$ cat src/rtl/lbp_pkg.sv
// Shared types and constants for the LSB-first bit packer.
`timescale 1ns / 1ps

package lbp_pkg;

    localparam int MAX_CODE_BITS = 16;
    localparam int OFFSET_BITS   = 16;
    localparam int ACC_BITS      = 24;
    localparam int PEND_W        = 5;
    localparam int WIDTH_W       = 5;
    localparam int LIMIT_W       = OFFSET_BITS + 1;
    localparam int CFG_IDX_W     = 2;
    localparam int QDEPTH        = 2;

    localparam logic [LIMIT_W-1:0] LIMIT_CAP   = LIMIT_W'(1) << OFFSET_BITS;
    localparam logic [LIMIT_W-1:0] LIMIT_RESET = LIMIT_CAP;

    typedef enum logic [1:0] {
        CMD_PUT     = 2'd0,
        CMD_FLUSH   = 2'd1,
        CMD_RESTART = 2'd2,
        CMD_UNDEF   = 2'd3
    } cmd_t;

    typedef enum logic [CFG_IDX_W-1:0] {
        REG_START_OFFSET = CFG_IDX_W'(0),
        REG_OUT_LIMIT    = CFG_IDX_W'(1)
    } cfg_reg_t;

    typedef enum logic {
        ST_IDLE   = 1'b0,
        ST_SECOND = 1'b1
    } back_state_t;

    typedef struct packed {
        cmd_t                     cmd;
        logic                     width_err;
        logic [WIDTH_W-1:0]       width;
        logic [MAX_CODE_BITS-1:0] value;
    } cmd_item_t;

    typedef struct packed {
        logic [7:0]             out_byte;
        logic [OFFSET_BITS-1:0] out_index;
        logic                   byte_valid;
        logic                   error;
        logic                   last;
    } result_t;

endpackage

$ cat src/rtl/lbp_front.sv
// Front end: accepts input beats, masks the code and flags oversized widths.
`timescale 1ns / 1ps

module lbp_front (
    input  logic                                 push,
    input  logic [1:0]                           command,
    input  logic [lbp_pkg::MAX_CODE_BITS-1:0]    code_value,
    input  logic [lbp_pkg::WIDTH_W-1:0]          bit_width,
    input  logic                                 q_full,
    output logic                                 q_push,
    output lbp_pkg::cmd_item_t                   q_item
);

    logic [lbp_pkg::MAX_CODE_BITS-1:0] mask_wide;

    // a shift of 16 or more clears the one, so the mask wraps to all ones
    assign mask_wide = (lbp_pkg::MAX_CODE_BITS'(1) << bit_width) - lbp_pkg::MAX_CODE_BITS'(1);

    assign q_push = push && !q_full;

    always_comb
    begin
        q_item.cmd       = lbp_pkg::cmd_t'(command);
        q_item.width     = bit_width;
        q_item.width_err = (bit_width > lbp_pkg::WIDTH_W'(lbp_pkg::MAX_CODE_BITS));
        q_item.value     = code_value & mask_wide;
    end

endmodule

$ cat src/rtl/lbp_cmd_fifo.sv
// Short command queue between front end and packing engine.
`timescale 1ns / 1ps

module lbp_cmd_fifo (
    input  logic                 clk,
    input  logic                 rst_n,
    input  logic                 wr_en,
    input  lbp_pkg::cmd_item_t   wr_item,
    output logic                 full,
    input  logic                 rd_en,
    output lbp_pkg::cmd_item_t   rd_item,
    output logic                 q_empty
);

    localparam int PTR_W = (lbp_pkg::QDEPTH > 1) ? $clog2(lbp_pkg::QDEPTH) : 1;
    localparam int CNT_W = $clog2(lbp_pkg::QDEPTH + 1);

    lbp_pkg::cmd_item_t entry_reg [lbp_pkg::QDEPTH];
    logic [PTR_W-1:0]   wr_ptr_reg, wr_ptr_next;
    logic [PTR_W-1:0]   rd_ptr_reg, rd_ptr_next;
    logic [CNT_W-1:0]   count_reg, count_next;
    logic               do_wr, do_rd;

    assign full    = (count_reg == CNT_W'(lbp_pkg::QDEPTH));
    assign q_empty = (count_reg == '0);
    assign do_wr   = wr_en && !full;
    assign do_rd   = rd_en && !q_empty;
    assign rd_item = entry_reg[rd_ptr_reg];

    always_comb
    begin
        wr_ptr_next = wr_ptr_reg;
        rd_ptr_next = rd_ptr_reg;
        count_next  = count_reg;
        if (do_wr)
        begin
            wr_ptr_next = (wr_ptr_reg == PTR_W'(lbp_pkg::QDEPTH - 1)) ? '0 : wr_ptr_reg + 1'b1;
        end
        if (do_rd)
        begin
            rd_ptr_next = (rd_ptr_reg == PTR_W'(lbp_pkg::QDEPTH - 1)) ? '0 : rd_ptr_reg + 1'b1;
        end
        if (do_wr && !do_rd)
        begin
            count_next = count_reg + 1'b1;
        end
        else if (do_rd && !do_wr)
        begin
            count_next = count_reg - 1'b1;
        end
    end

    always_ff @(posedge clk or negedge rst_n)
    begin
        if (!rst_n)
        begin
            wr_ptr_reg <= '0;
            rd_ptr_reg <= '0;
            count_reg  <= '0;
        end
        else
        begin
            wr_ptr_reg <= wr_ptr_next;
            rd_ptr_reg <= rd_ptr_next;
            count_reg  <= count_next;
        end
    end

    always_ff @(posedge clk)
    begin
        if (do_wr)
        begin
            entry_reg[wr_ptr_reg] <= wr_item;
        end
    end

endmodule

$ cat src/rtl/lbp_back.sv
// Packing engine: bit accumulator, byte emission and result register.
`timescale 1ns / 1ps

module lbp_back (
    input  logic                                clk,
    input  logic                                rst_n,
    input  logic                                q_empty,
    input  lbp_pkg::cmd_item_t                  q_item,
    output logic                                q_pop,
    input  logic [lbp_pkg::OFFSET_BITS-1:0]     start_offset,
    input  logic [lbp_pkg::LIMIT_W-1:0]         out_limit,
    input  logic                                pop,
    output logic                                empty,
    output lbp_pkg::result_t                    result
);

    localparam int SUM_W = lbp_pkg::PEND_W + 1;

    lbp_pkg::back_state_t                state_reg, state_next;
    logic [lbp_pkg::ACC_BITS-1:0]        acc_reg, acc_next;
    logic [lbp_pkg::PEND_W-1:0]          pend_reg, pend_next;
    logic [lbp_pkg::LIMIT_W-1:0]         off_reg, off_next;
    logic                                res_valid_reg, res_valid_next;
    lbp_pkg::result_t                    res_reg, res_next;

    logic                                out_free;
    logic                                emit;
    lbp_pkg::result_t                    beat;
    logic [lbp_pkg::ACC_BITS-1:0]        merged;
    logic [SUM_W-1:0]                    pend_sum;
    logic                                acc_over;
    logic [lbp_pkg::LIMIT_W-1:0]         eff_limit;
    logic                                at_limit;
    logic                                put_two;
    logic [7:0]                          flush_mask;

    assign out_free  = !res_valid_reg || pop;
    assign empty     = !res_valid_reg;
    assign result    = res_reg;

    assign merged    = acc_reg | (lbp_pkg::ACC_BITS'(q_item.value) << pend_reg);
    assign pend_sum  = SUM_W'(pend_reg) + SUM_W'(q_item.width);
    assign acc_over  = pend_sum > SUM_W'(lbp_pkg::ACC_BITS);
    assign eff_limit = (out_limit > lbp_pkg::LIMIT_CAP) ? lbp_pkg::LIMIT_CAP : out_limit;
    assign at_limit  = off_reg >= eff_limit;
    assign put_two   = (q_item.cmd == lbp_pkg::CMD_PUT) && !q_item.width_err && !acc_over
                       && (pend_sum >= SUM_W'(16)) && !at_limit;
    // eight pending bits shift the one out, so the mask wraps to all ones
    assign flush_mask = (8'h1 << pend_reg[3:0]) - 8'h1;

    always_comb
    begin
        state_next = state_reg;
        case (state_reg)
            lbp_pkg::ST_IDLE:
            begin
                if (!q_empty && out_free && put_two)
                begin
                    state_next = lbp_pkg::ST_SECOND;
                end
            end
            lbp_pkg::ST_SECOND:
            begin
                if (out_free)
                begin
                    state_next = lbp_pkg::ST_IDLE;
                end
            end
            default:
            begin
                state_next = lbp_pkg::ST_IDLE;
            end
        endcase
    end

    always_comb
    begin
        acc_next        = acc_reg;
        pend_next       = pend_reg;
        off_next        = off_reg;
        q_pop           = 1'b0;
        emit            = 1'b0;
        beat.out_byte   = 8'h00;
        beat.out_index  = off_reg[lbp_pkg::OFFSET_BITS-1:0];
        beat.byte_valid = 1'b0;
        beat.error      = 1'b0;
        beat.last       = 1'b1;
        case (state_reg)
            lbp_pkg::ST_IDLE:
            begin
                if (!q_empty && out_free)
                begin
                    q_pop = 1'b1;
                    emit  = 1'b1;
                    case (q_item.cmd)
                        lbp_pkg::CMD_PUT:
                        begin
                            if (q_item.width_err || acc_over)
                            begin
                                beat.error = 1'b1;
                            end
                            else if (pend_sum < SUM_W'(8))
                            begin
                                acc_next  = merged;
                                pend_next = pend_sum[lbp_pkg::PEND_W-1:0];
                            end
                            else if (at_limit)
                            begin
                                acc_next   = merged;
                                pend_next  = pend_sum[lbp_pkg::PEND_W-1:0];
                                beat.error = 1'b1;
                            end
                            else
                            begin
                                acc_next        = merged >> 8;
                                pend_next       = pend_sum[lbp_pkg::PEND_W-1:0] - lbp_pkg::PEND_W'(8);
                                off_next        = off_reg + 1'b1;
                                beat.out_byte   = merged[7:0];
                                beat.byte_valid = 1'b1;
                                beat.last       = (pend_sum < SUM_W'(16));
                            end
                        end
                        lbp_pkg::CMD_FLUSH:
                        begin
                            if (pend_reg > lbp_pkg::PEND_W'(8))
                            begin
                                beat.error = 1'b1;
                            end
                            else if (pend_reg != '0)
                            begin
                                if (at_limit)
                                begin
                                    beat.error = 1'b1;
                                end
                                else
                                begin
                                    acc_next        = '0;
                                    pend_next       = '0;
                                    off_next        = off_reg + 1'b1;
                                    beat.out_byte   = acc_reg[7:0] & flush_mask;
                                    beat.byte_valid = 1'b1;
                                end
                            end
                        end
                        lbp_pkg::CMD_RESTART:
                        begin
                            acc_next       = '0;
                            pend_next      = '0;
                            off_next       = lbp_pkg::LIMIT_W'(start_offset);
                            beat.out_index = start_offset;
                        end
                        default:
                        begin
                            beat.error = 1'b1;
                        end
                    endcase
                end
            end
            lbp_pkg::ST_SECOND:
            begin
                if (out_free)
                begin
                    emit = 1'b1;
                    if (at_limit)
                    begin
                        beat.error = 1'b1;
                    end
                    else
                    begin
                        acc_next        = acc_reg >> 8;
                        pend_next       = pend_reg - lbp_pkg::PEND_W'(8);
                        off_next        = off_reg + 1'b1;
                        beat.out_byte   = acc_reg[7:0];
                        beat.byte_valid = 1'b1;
                    end
                end
            end
            default:
            begin
                emit = 1'b0;
            end
        endcase
    end

    always_comb
    begin
        res_next       = res_reg;
        res_valid_next = res_valid_reg;
        if (emit)
        begin
            res_next       = beat;
            res_valid_next = 1'b1;
        end
        else if (pop)
        begin
            res_valid_next = 1'b0;
        end
    end

    always_ff @(posedge clk or negedge rst_n)
    begin
        if (!rst_n)
        begin
            state_reg     <= lbp_pkg::ST_IDLE;
            acc_reg       <= '0;
            pend_reg      <= '0;
            off_reg       <= '0;
            res_valid_reg <= 1'b0;
        end
        else
        begin
            state_reg     <= state_next;
            acc_reg       <= acc_next;
            pend_reg      <= pend_next;
            off_reg       <= off_next;
            res_valid_reg <= res_valid_next;
        end
    end

    always_ff @(posedge clk)
    begin
        res_reg <= res_next;
    end

endmodule

$ cat src/rtl/lsb_first_bit_packer_unit.sv
// Top level of the LSB-first variable-length bit packer.
// Input beats (put, flush, restart) enter a two-entry command queue and are
// executed by the packing engine, which writes one result beat per cycle into
// an output register while that register is empty or being popped. A put
// gives one result beat, or two when it emits two bytes or emits one byte and
// then hits the byte limit; flush, restart and failed commands give one beat.
// The engine's single result register and its one-byte-per-cycle emission
// set the command rate. The queue keeps accepting until it is full while a
// result waits to be popped. Configuration writes are registered
// (start_offset is used at the next restart) and should be made while idle.
`timescale 1ns / 1ps

module lsb_first_bit_packer_unit (
    input  logic                                clk,
    input  logic                                rst_n,
    input  logic                                push,
    output logic                                full,
    input  logic [1:0]                          command,
    input  logic [lbp_pkg::MAX_CODE_BITS-1:0]   code_value,
    input  logic [lbp_pkg::WIDTH_W-1:0]         bit_width,
    output logic                                empty,
    input  logic                                pop,
    output logic [7:0]                          out_byte,
    output logic [lbp_pkg::OFFSET_BITS-1:0]     out_index,
    output logic                                byte_valid,
    output logic                                error,
    output logic                                last,
    input  logic                                cfg_we,
    input  logic [lbp_pkg::CFG_IDX_W-1:0]       cfg_index,
    input  logic [lbp_pkg::LIMIT_W-1:0]         cfg_data
);

    logic [lbp_pkg::OFFSET_BITS-1:0] start_offset_reg, start_offset_next;
    logic [lbp_pkg::LIMIT_W-1:0]     out_limit_reg, out_limit_next;

    logic                q_push, q_full, q_pop, q_empty;
    lbp_pkg::cmd_item_t  in_item, head_item;
    lbp_pkg::result_t    res;

    always_comb
    begin
        start_offset_next = start_offset_reg;
        out_limit_next    = out_limit_reg;
        if (cfg_we)
        begin
            case (lbp_pkg::cfg_reg_t'(cfg_index))
                lbp_pkg::REG_START_OFFSET:
                begin
                    start_offset_next = cfg_data[lbp_pkg::OFFSET_BITS-1:0];
                end
                lbp_pkg::REG_OUT_LIMIT:
                begin
                    out_limit_next = cfg_data;
                end
                default:
                begin
                    start_offset_next = start_offset_reg;
                end
            endcase
        end
    end

    always_ff @(posedge clk or negedge rst_n)
    begin
        if (!rst_n)
        begin
            start_offset_reg <= '0;
            out_limit_reg    <= lbp_pkg::LIMIT_RESET;
        end
        else
        begin
            start_offset_reg <= start_offset_next;
            out_limit_reg    <= out_limit_next;
        end
    end

    lbp_front u_front (
        .push       (push),
        .command    (command),
        .code_value (code_value),
        .bit_width  (bit_width),
        .q_full     (q_full),
        .q_push     (q_push),
        .q_item     (in_item)
    );

    lbp_cmd_fifo u_fifo (
        .clk     (clk),
        .rst_n   (rst_n),
        .wr_en   (q_push),
        .wr_item (in_item),
        .full    (q_full),
        .rd_en   (q_pop),
        .rd_item (head_item),
        .q_empty (q_empty)
    );

    lbp_back u_back (
        .clk          (clk),
        .rst_n        (rst_n),
        .q_empty      (q_empty),
        .q_item       (head_item),
        .q_pop        (q_pop),
        .start_offset (start_offset_reg),
        .out_limit    (out_limit_reg),
        .pop          (pop),
        .empty        (empty),
        .result       (res)
    );

    assign full       = q_full;
    assign out_byte   = res.out_byte;
    assign out_index  = res.out_index;
    assign byte_valid = res.byte_valid;
    assign error      = res.error;
    assign last       = res.last;

endmodule

$ cat config.mk
export PLATFORM = sky130hd
export DESIGN_NAME = lsb_first_bit_packer_unit
export DESIGN_NICKNAME = d
export VERILOG_FILES = /design/src/rtl/lbp_pkg.sv /design/src/rtl/lbp_front.sv /design/src/rtl/lbp_cmd_fifo.sv /design/src/rtl/lbp_back.sv /design/src/rtl/lsb_first_bit_packer_unit.sv
export SDC_FILE = /design/constraint.sdc
export NUM_CORES = 1
export LEC_CHECK = 0
export BUFFER_PORTS_ARGS = -buffer_cell sky130_fd_sc_hd__clkbuf_2
export CAP_MARGIN = 20
export CORE_MARGIN = 8
export CORE_UTILIZATION = 41
export CTS_CLUSTER_SIZE = 30
export DETAILED_ROUTE_END_ITERATION = 12
export PLACE_DENSITY = 0.68
export SLEW_MARGIN = 25
export SYNTH_ARGS = -nofsm -noshare
export SYNTH_HDL_FRONTEND = slang
export SYNTH_HIERARCHICAL = 1
export SYNTH_SLANG_ARGS = --single-unit
$ cat constraint.sdc
create_clock -name clk -period 3.7 [get_ports clk]
set_clock_uncertainty 0.2 [all_clocks]
set_input_delay 0.185 -clock clk [delete_from_list [all_inputs] [get_ports clk]]
set_output_delay 0.185 -clock clk [all_outputs]
set_load 0.01 [all_outputs]
==> results of run 1 <==
[routing by layer]
metal,vias to the layer above,routed length (microns)
met5,-,0
met4,0,620
met3,55,1440
met2,260,12900
met1,3861,11000
li1,3637,-
[where the power goes]
part	internal (mW)	switching (mW)	leakage [nW]	total, mW
registers	2.59	0.468	1.72	3.06
clock network	0.880	0.790	0.262	1.67
logic	2.59	3.53	2.74	6.12
[per-stage QoR]
stage / std cells / TNS (ns) / hold slack [ns] / worst slack [ns] / power [mW]
floorplan: 896 / 0 / -0.311 / 0.0461 / 7.04
global placement: 1272 / -0.101 / 0.162 / -0.0259 / 8.60
detailed placement: 1272 / -1.44 / 0.161 / -0.115 / 8.69
CTS: 1345 / -0.00451 / 0.0166 / -0.00451 / 10.4
global route: 1354 / -1.85 / 0.0429 / -0.152 / 11.5
finish: 1354 / 0 / 0.0459 / 0.00573 / 10.9
[critical path, stage by stage, from the launching register on]
cell       delay, ns
dfrtp_1         0.43
nor4_4          0.33
a41o_1          0.29
buf_6           0.12
nand2_2         0.05
ha_1            0.27
nand4_1         0.18
inv_1           0.10
a2111oi_4       0.38
or3_4           0.22
nand2_2         0.06
buf_6           0.13
buf_4           0.15
or4_4           0.52
[worst min path at each step]
stage	to	slack, ns	depth (start not counted)	startpoint
after floorplan	out_limit_reg[0]$_DFFE_PN0P_	-0.31	0	rst_n
after global placement	start_offset_reg[2]$_DFFE_PN0P_	0.16	1	rst_n
after detailed placement	start_offset_reg[2]$_DFFE_PN0P_	0.16	1	rst_n
after CTS	u_fifo/entry_reg[0][20]$_DFFE_PP_	0.02	1	bit_width[4]
after global routing	u_fifo/entry_reg[0][20]$_DFFE_PP_	0.04	1	bit_width[4]
final	u_fifo/entry_reg[0][20]$_DFFE_PP_	0.05	1	bit_width[4]
[logic make-up (layout without fill, tap and decap cells)]
kind of cell	count (synthesis)	count (layout)	synth area share, %
adders and majority gates	32	32	4.23
muxes	121	121	14.8
xor gates and xnor gates	7	7	0.636
and+or+nand+nor	263	263	13.9
DFF	160	160	45.4
AOI/OAI and AO/OA	234	234	16.6
buffers and inverters	79	218	4.44
[area by class of cell]
cell class	count	share of cell area, %
Clock buffer	18	3.67
Clock inverter	14	1.03
Inverter	19	0.610
Multi-Input combinational cell	657	43.3
Sequential cell	160	37.5
Tap cell	319	3.42
Timing Repair Buffer	167	10.5
[cells in the mapped netlist, drive strengths merged, types with 7 or more instances]
master and instances:
a211oi 8, a21oi 65, a221oi 22, and2 11, and3 10, buf 33
clkbuf 27, dfrtp 84, edfxtp 75, ha 31, inv 17, mux2 87
mux2i 31, nand2 75, nand2b 7, nand3 15, nand4 9, nor2 68
nor2b 12, nor3 21, nor4 10, o211ai 7, o21a 7, o21ai 49
o31ai 7
[timing repair]
action,in CTS,in global routing
resized for setup,2,45
hold endpoints to repair,141,0
cloned,0,0
setup buffers,0,11
hold buffers,41,0
endpoints found under the setup margin,31,49
pin swaps,2,22
==> results_dict.tcl, run 1 <==
set metrics [dict create \
    status "complete, no violations" \
    final_nets 1101 \
    slew_headroom_pct 34.2 \
    final_common_cell "dfrtp_1" \
    placed_area_sq_um 10400 \
    clk_pin_slew_ns 0.07 \
    die_area_sq_um 28700 \
    hold_class "input port to flip-flop" \
    critPathMaxFanout 4 \
    synth_edf_count 75 \
    syn_to_final_growth_pct 21.1 \
    start_util_pct 41.5 \
    ys_types 84 \
    cts_tree "built" \
    yosysTopAreaCell "edfxtp_1" \
    drt_iter0_drc 654 \
    synth_warnings 6 \
    syn_inst 896 \
    die_x_microns 169 \
    use_met2_pct 30.4 \
    powerDensity_nw_per_um2 929 \
    grt_pass1_wl_microns 41300 \
    seqCellArea_sq_um 4380 \
    required_ns 3.66 \
    timing.final.crit_share_pct 99.8 \
    insertion_delay_ns 0.43 \
    nFillCells 2061 \
    place_congestion 0.865 \
    use_met1_pct 22.4 \
    hold_violations 0 \
    clock_path_buffers 2 \
    dieHeight_microns 169 \
    maxCapViolations 0 \
    routed_wirelength_microns 25900 \
    fmax_ghz 0.271 \
    syn_area_sq_um 9650 \
    cp-startpoint "out_limit_reg[14]$_DFFE_PN0P_" \
    grt_start_max_net_pins 64 \
    worst_pin_slew_ns 0.983 \
    drive_above_1_share_pct 30.6 \
    grt-busiest-layer "met2" \
    min_period_ns 3.69 \
    hpwl_microns 17500 \
    vias_per_cell 5.77 \
    cts_root_buf "clkbuf_16" \
    synth.net_count 975 \
    synth_seq_area_share_pct 45.4 \
    synth_seq_cells 160 \
    drc 0 \
    async_flop_share_pct 53.1 \
    crit_type "flip-flop to flip-flop" \
    core-area_sq_um 23300 \
    reg2reg_depth 13 \
    pin_count 76 \
    grt_pass1_vias 7769 \
    largest_reg_flops 48 \
    grt_util_all_layers_pct 17.9 \
    ant_nets 0 \
    cts_buffers 17 \
    layout_common_cells "dfrtp_1, edfxtp_1, clkbuf_2" \
    drtPass1Iterations 5 \
    multi_input_area_sq_um 5060 \
    h-tree-depth 4 \
    drv_slew 0 \
    crit_path_start_kind "flip-flop" \
    cp-end-kind "flip-flop" \
    fin_area_sq_um 11700 \
    vias 7813 \
    grtUsageMet3_pct 3.23 \
    overflow 0 \
    synth.top_cell.area_share_pct 23.3 \
    rrSetupSlack_ns 0.006 \
    reg2reg_from "out_limit_reg[14]$_DFFE_PN0P_" \
    synth.top_cells.by_area "edfxtp_1, dfrtp_1, mux2_2" \
    setup_viol 0 \
    clock_sinks 160 \
    portBuffers 75 \
    num_antenna_cells 0 \
    grt_antenna_before_repair 0 \
    power_leakage_nw 4.72 \
    rsz0062_at_grt "yes" \
    utilization_pct 50.2 \
    synth_ff_type "dfrtp_1" \
    wl_per_cell_microns 19.1 \
    avgSynthCellArea_sq_um 10.8 \
    r2r-end "u_back/result[0]$_SDFFCE_PP1P_" \
    arrival_ns 3.65 \
    irDropWorstVdd_mv 0.524 \
    crit_end "u_back/result[0]$_SDFFCE_PP1P_" \
    row_count 56 \
]
(Power assumes the default switching activity.)
==> run 2, diff against run 1 <==
CORE_UTILIZATION = 55   (was 41)
PLACE_DENSITY = 0.85   (was 0.68)
==> run 2 against run 1 <==
  * The flow now finishes with violations (negative setup slack)
  * Global-route usage up 5.1 points
  * First-iteration DRC count rose by 69%
  * Design area shrank 1.5%
  * Non-clock buffer count decreased by 7
  * Wire length increased by 2.5%
  * Clock power grew 8%
  * Cell count fell by 7.4%
  * Register-to-register slack got worse by 0.13 ns
  * Power rose by 1.0%
  * Sequential power rose by 1%
  * Critical path type unchanged
  * Largest cell class unchanged
  * Highest routed layer unchanged
==> results_dict.tcl, run 2 (synthesis results as in run 1) <==
set metrics [dict create \
    cts_root_buf "clkbuf_16" \
    drt_iter0_drc 1104 \
    drive_above_1_share_pct 28.6 \
    wl_per_cell_microns 21.2 \
    worst_pin_slew_ns 1.02 \
    pin_count 76 \
    timing.final.crit_share_pct 103 \
    critPathMaxFanout 5 \
    slew_headroom_pct 32.1 \
    min_period_ns 3.83 \
    maxCapViolations 0 \
    total_power_mw 11.0 \
    status "finished, violations left" \
    irDropWorstVdd_mv 0.532 \
    crit_type "flip-flop to flip-flop" \
    final_nets 1094 \
    path_cells "nor4_1 -> a41o_1 -> buf_6 -> nand2_1 -> ha_1 -> nand4_1 -> nor3_2 -> a2111oi_4 -> or3_4 -> nand2_4 -> buf_6 -> nor3_1 -> buf_4 -> a21bo_2 -> a32o_1" \
    rsz0062_at_grt "yes" \
    setup_viol 24 \
    place_congestion 0.873 \
    crit_slowest_cell "or3_4" \
    crit_path_start_kind "flip-flop" \
    die_area_sq_um 22000 \
    start_util_pct 56.0 \
    ant_nets 0 \
    fin_cells 1254 \
    insertion_delay_ns 0.44 \
    clock_sinks 160 \
    final_common_cell "dfrtp_1" \
    drv_slew 0 \
    setup_ws_ns -0.126 \
    grt_pass1_vias 7796 \
    routed_wirelength_microns 26600 \
    fin_area_sq_um 11500 \
    powerDensity_nw_per_um2 952 \
    largest_reg_flops 48 \
    arrival_ns 3.81 \
    finalSetupTns_ns -1.12 \
    h-tree-depth 4 \
    cp-end-kind "flip-flop" \
    placed_area_sq_um 10300 \
    syn_to_final_growth_pct 19.4 \
    drtPass1Iterations 6 \
    hold_class "input port to flip-flop" \
    vias_per_cell 6.59 \
    hpwl_microns 16600 \
    power_leakage_nw 4.70 \
    core-area_sq_um 17200 \
    cts_tree "built" \
    max_stage_delay_ns 0.44 \
    dp.cells 1171 \
    drc 0 \
    violations "negative setup slack" \
    grt_antenna_before_repair 1 \
    critPathMostFrequentCell "buf_6" \
    required_ns 3.68 \
    grt_util_all_layers_pct 23.0 \
    portBuffers 75 \
    dieHeight_microns 148 \
    overflow 0 \
    grt_pass1_wl_microns 40600 \
    fmax_ghz 0.261 \
    cts_buffers 17 \
    post-place-ws_ns 0.0769 \
    vias 8263 \
    grt_start_max_net_pins 68 \
    layout_common_cells "dfrtp_1, edfxtp_1, clkbuf_2" \
    die_x_microns 148 \
    row_count 48 \
    hold_violations 0 \
    clk_pin_slew_ns 0.07 \
    clock_path_buffers 2 \
]
-- run 2: cell types whose count changed in the layout (fill, tap and decap cells not counted), sizes merged --
cell         before  now
diode             0    1
inv              24   20
clkinv            6    7
bufinv            0    3
dlygate4sd3      41   43
clkbuf           92   93
buf              52   43
clkinvlp          3    2
-- run 2: per-layer routing --
metal / vias to the layer above / track usage, % / part of all wire [%]
li1: 3622 / - / -
met1: 3917 / 30.2 / 39
met2: 596 / 35.6 / 46
met3: 128 / 5.74 / 10
met4: 0 / 9.18 / 4.1
met5: - / 0 / 0
-- run 2: area by class of cell --
class	instances	area, sq um
Inverter	19	71.3
Timing Repair Buffer	160	1170
Clock inverter	13	161
Antenna cell	1	2.50
Clock buffer	19	433
Sequential cell	160	4380
Tap cell	225	282
Fill cell	1169	5720
Multi-Input combinational cell	657	5010
-- run 2: report_power, final --
part	switching (mW)	internal (mW)	leakage, nW
sequential	0.510	2.59	1.72
clock	0.732	1.06	0.283
combinational	3.55	2.52	2.69
total	4.79	6.17	4.70
-- run 2: what timing repair did --
item                       CTS  global route
setup endpoints to repair    0            57
buffers inserted             0             6
hold endpoints to repair   147             0
hold buffers                43             0
resized for setup            0            35
-- run 2: worst paths after layout --
kind,from,slack [ns],to,cells past startpoint
setup / recovery,out_limit_reg[3]$_DFFE_PN0P_,-0.13,u_back/result[19]$_DFFE_PP_,15
hold / removal,cfg_index[1],0.09,start_offset_reg[6]$_DFFE_PN0P_,3
setup reg to reg,out_limit_reg[3]$_DFFE_PN0P_,-0.13,u_back/result[19]$_DFFE_PP_,15
hold reg to reg,u_fifo/wr_ptr_reg$_DFFE_PN0P_,0.32,u_fifo/wr_ptr_reg$_DFFE_PN0P_,1
max in group asynchronous,rst_n,2.24,start_offset_reg[10]$_DFFE_PN0P_,3
min in group asynchronous,rst_n,0.21,u_back/acc_reg[21]$_DFFE_PN0P_,2
-- run 2: through the flow --
step | utilization, % | hold slack (ns)
floorplan | - | -0.311
global placement | 59.5 | 0.154
detailed placement | 59.5 | 0.152
CTS | 65.5 | 0.0696
global route | 66.8 | 0.0871
finish | 66.8 | 0.0934
-- run 2: worst max-delay path: cells and delay by family (launching register included) --
| family | cells | cell delay, ns |
|---|---|---|
| AND/OR/NAND/NOR | 7 | 1.50 |
| buffers and inverters | 3 | 0.40 |
| AO/OA/AOI/OAI | 4 | 0.76 |
| flip-flops | 1 | 0.43 |
| adder cells (fa/ha/maj) | 1 | 0.28 |
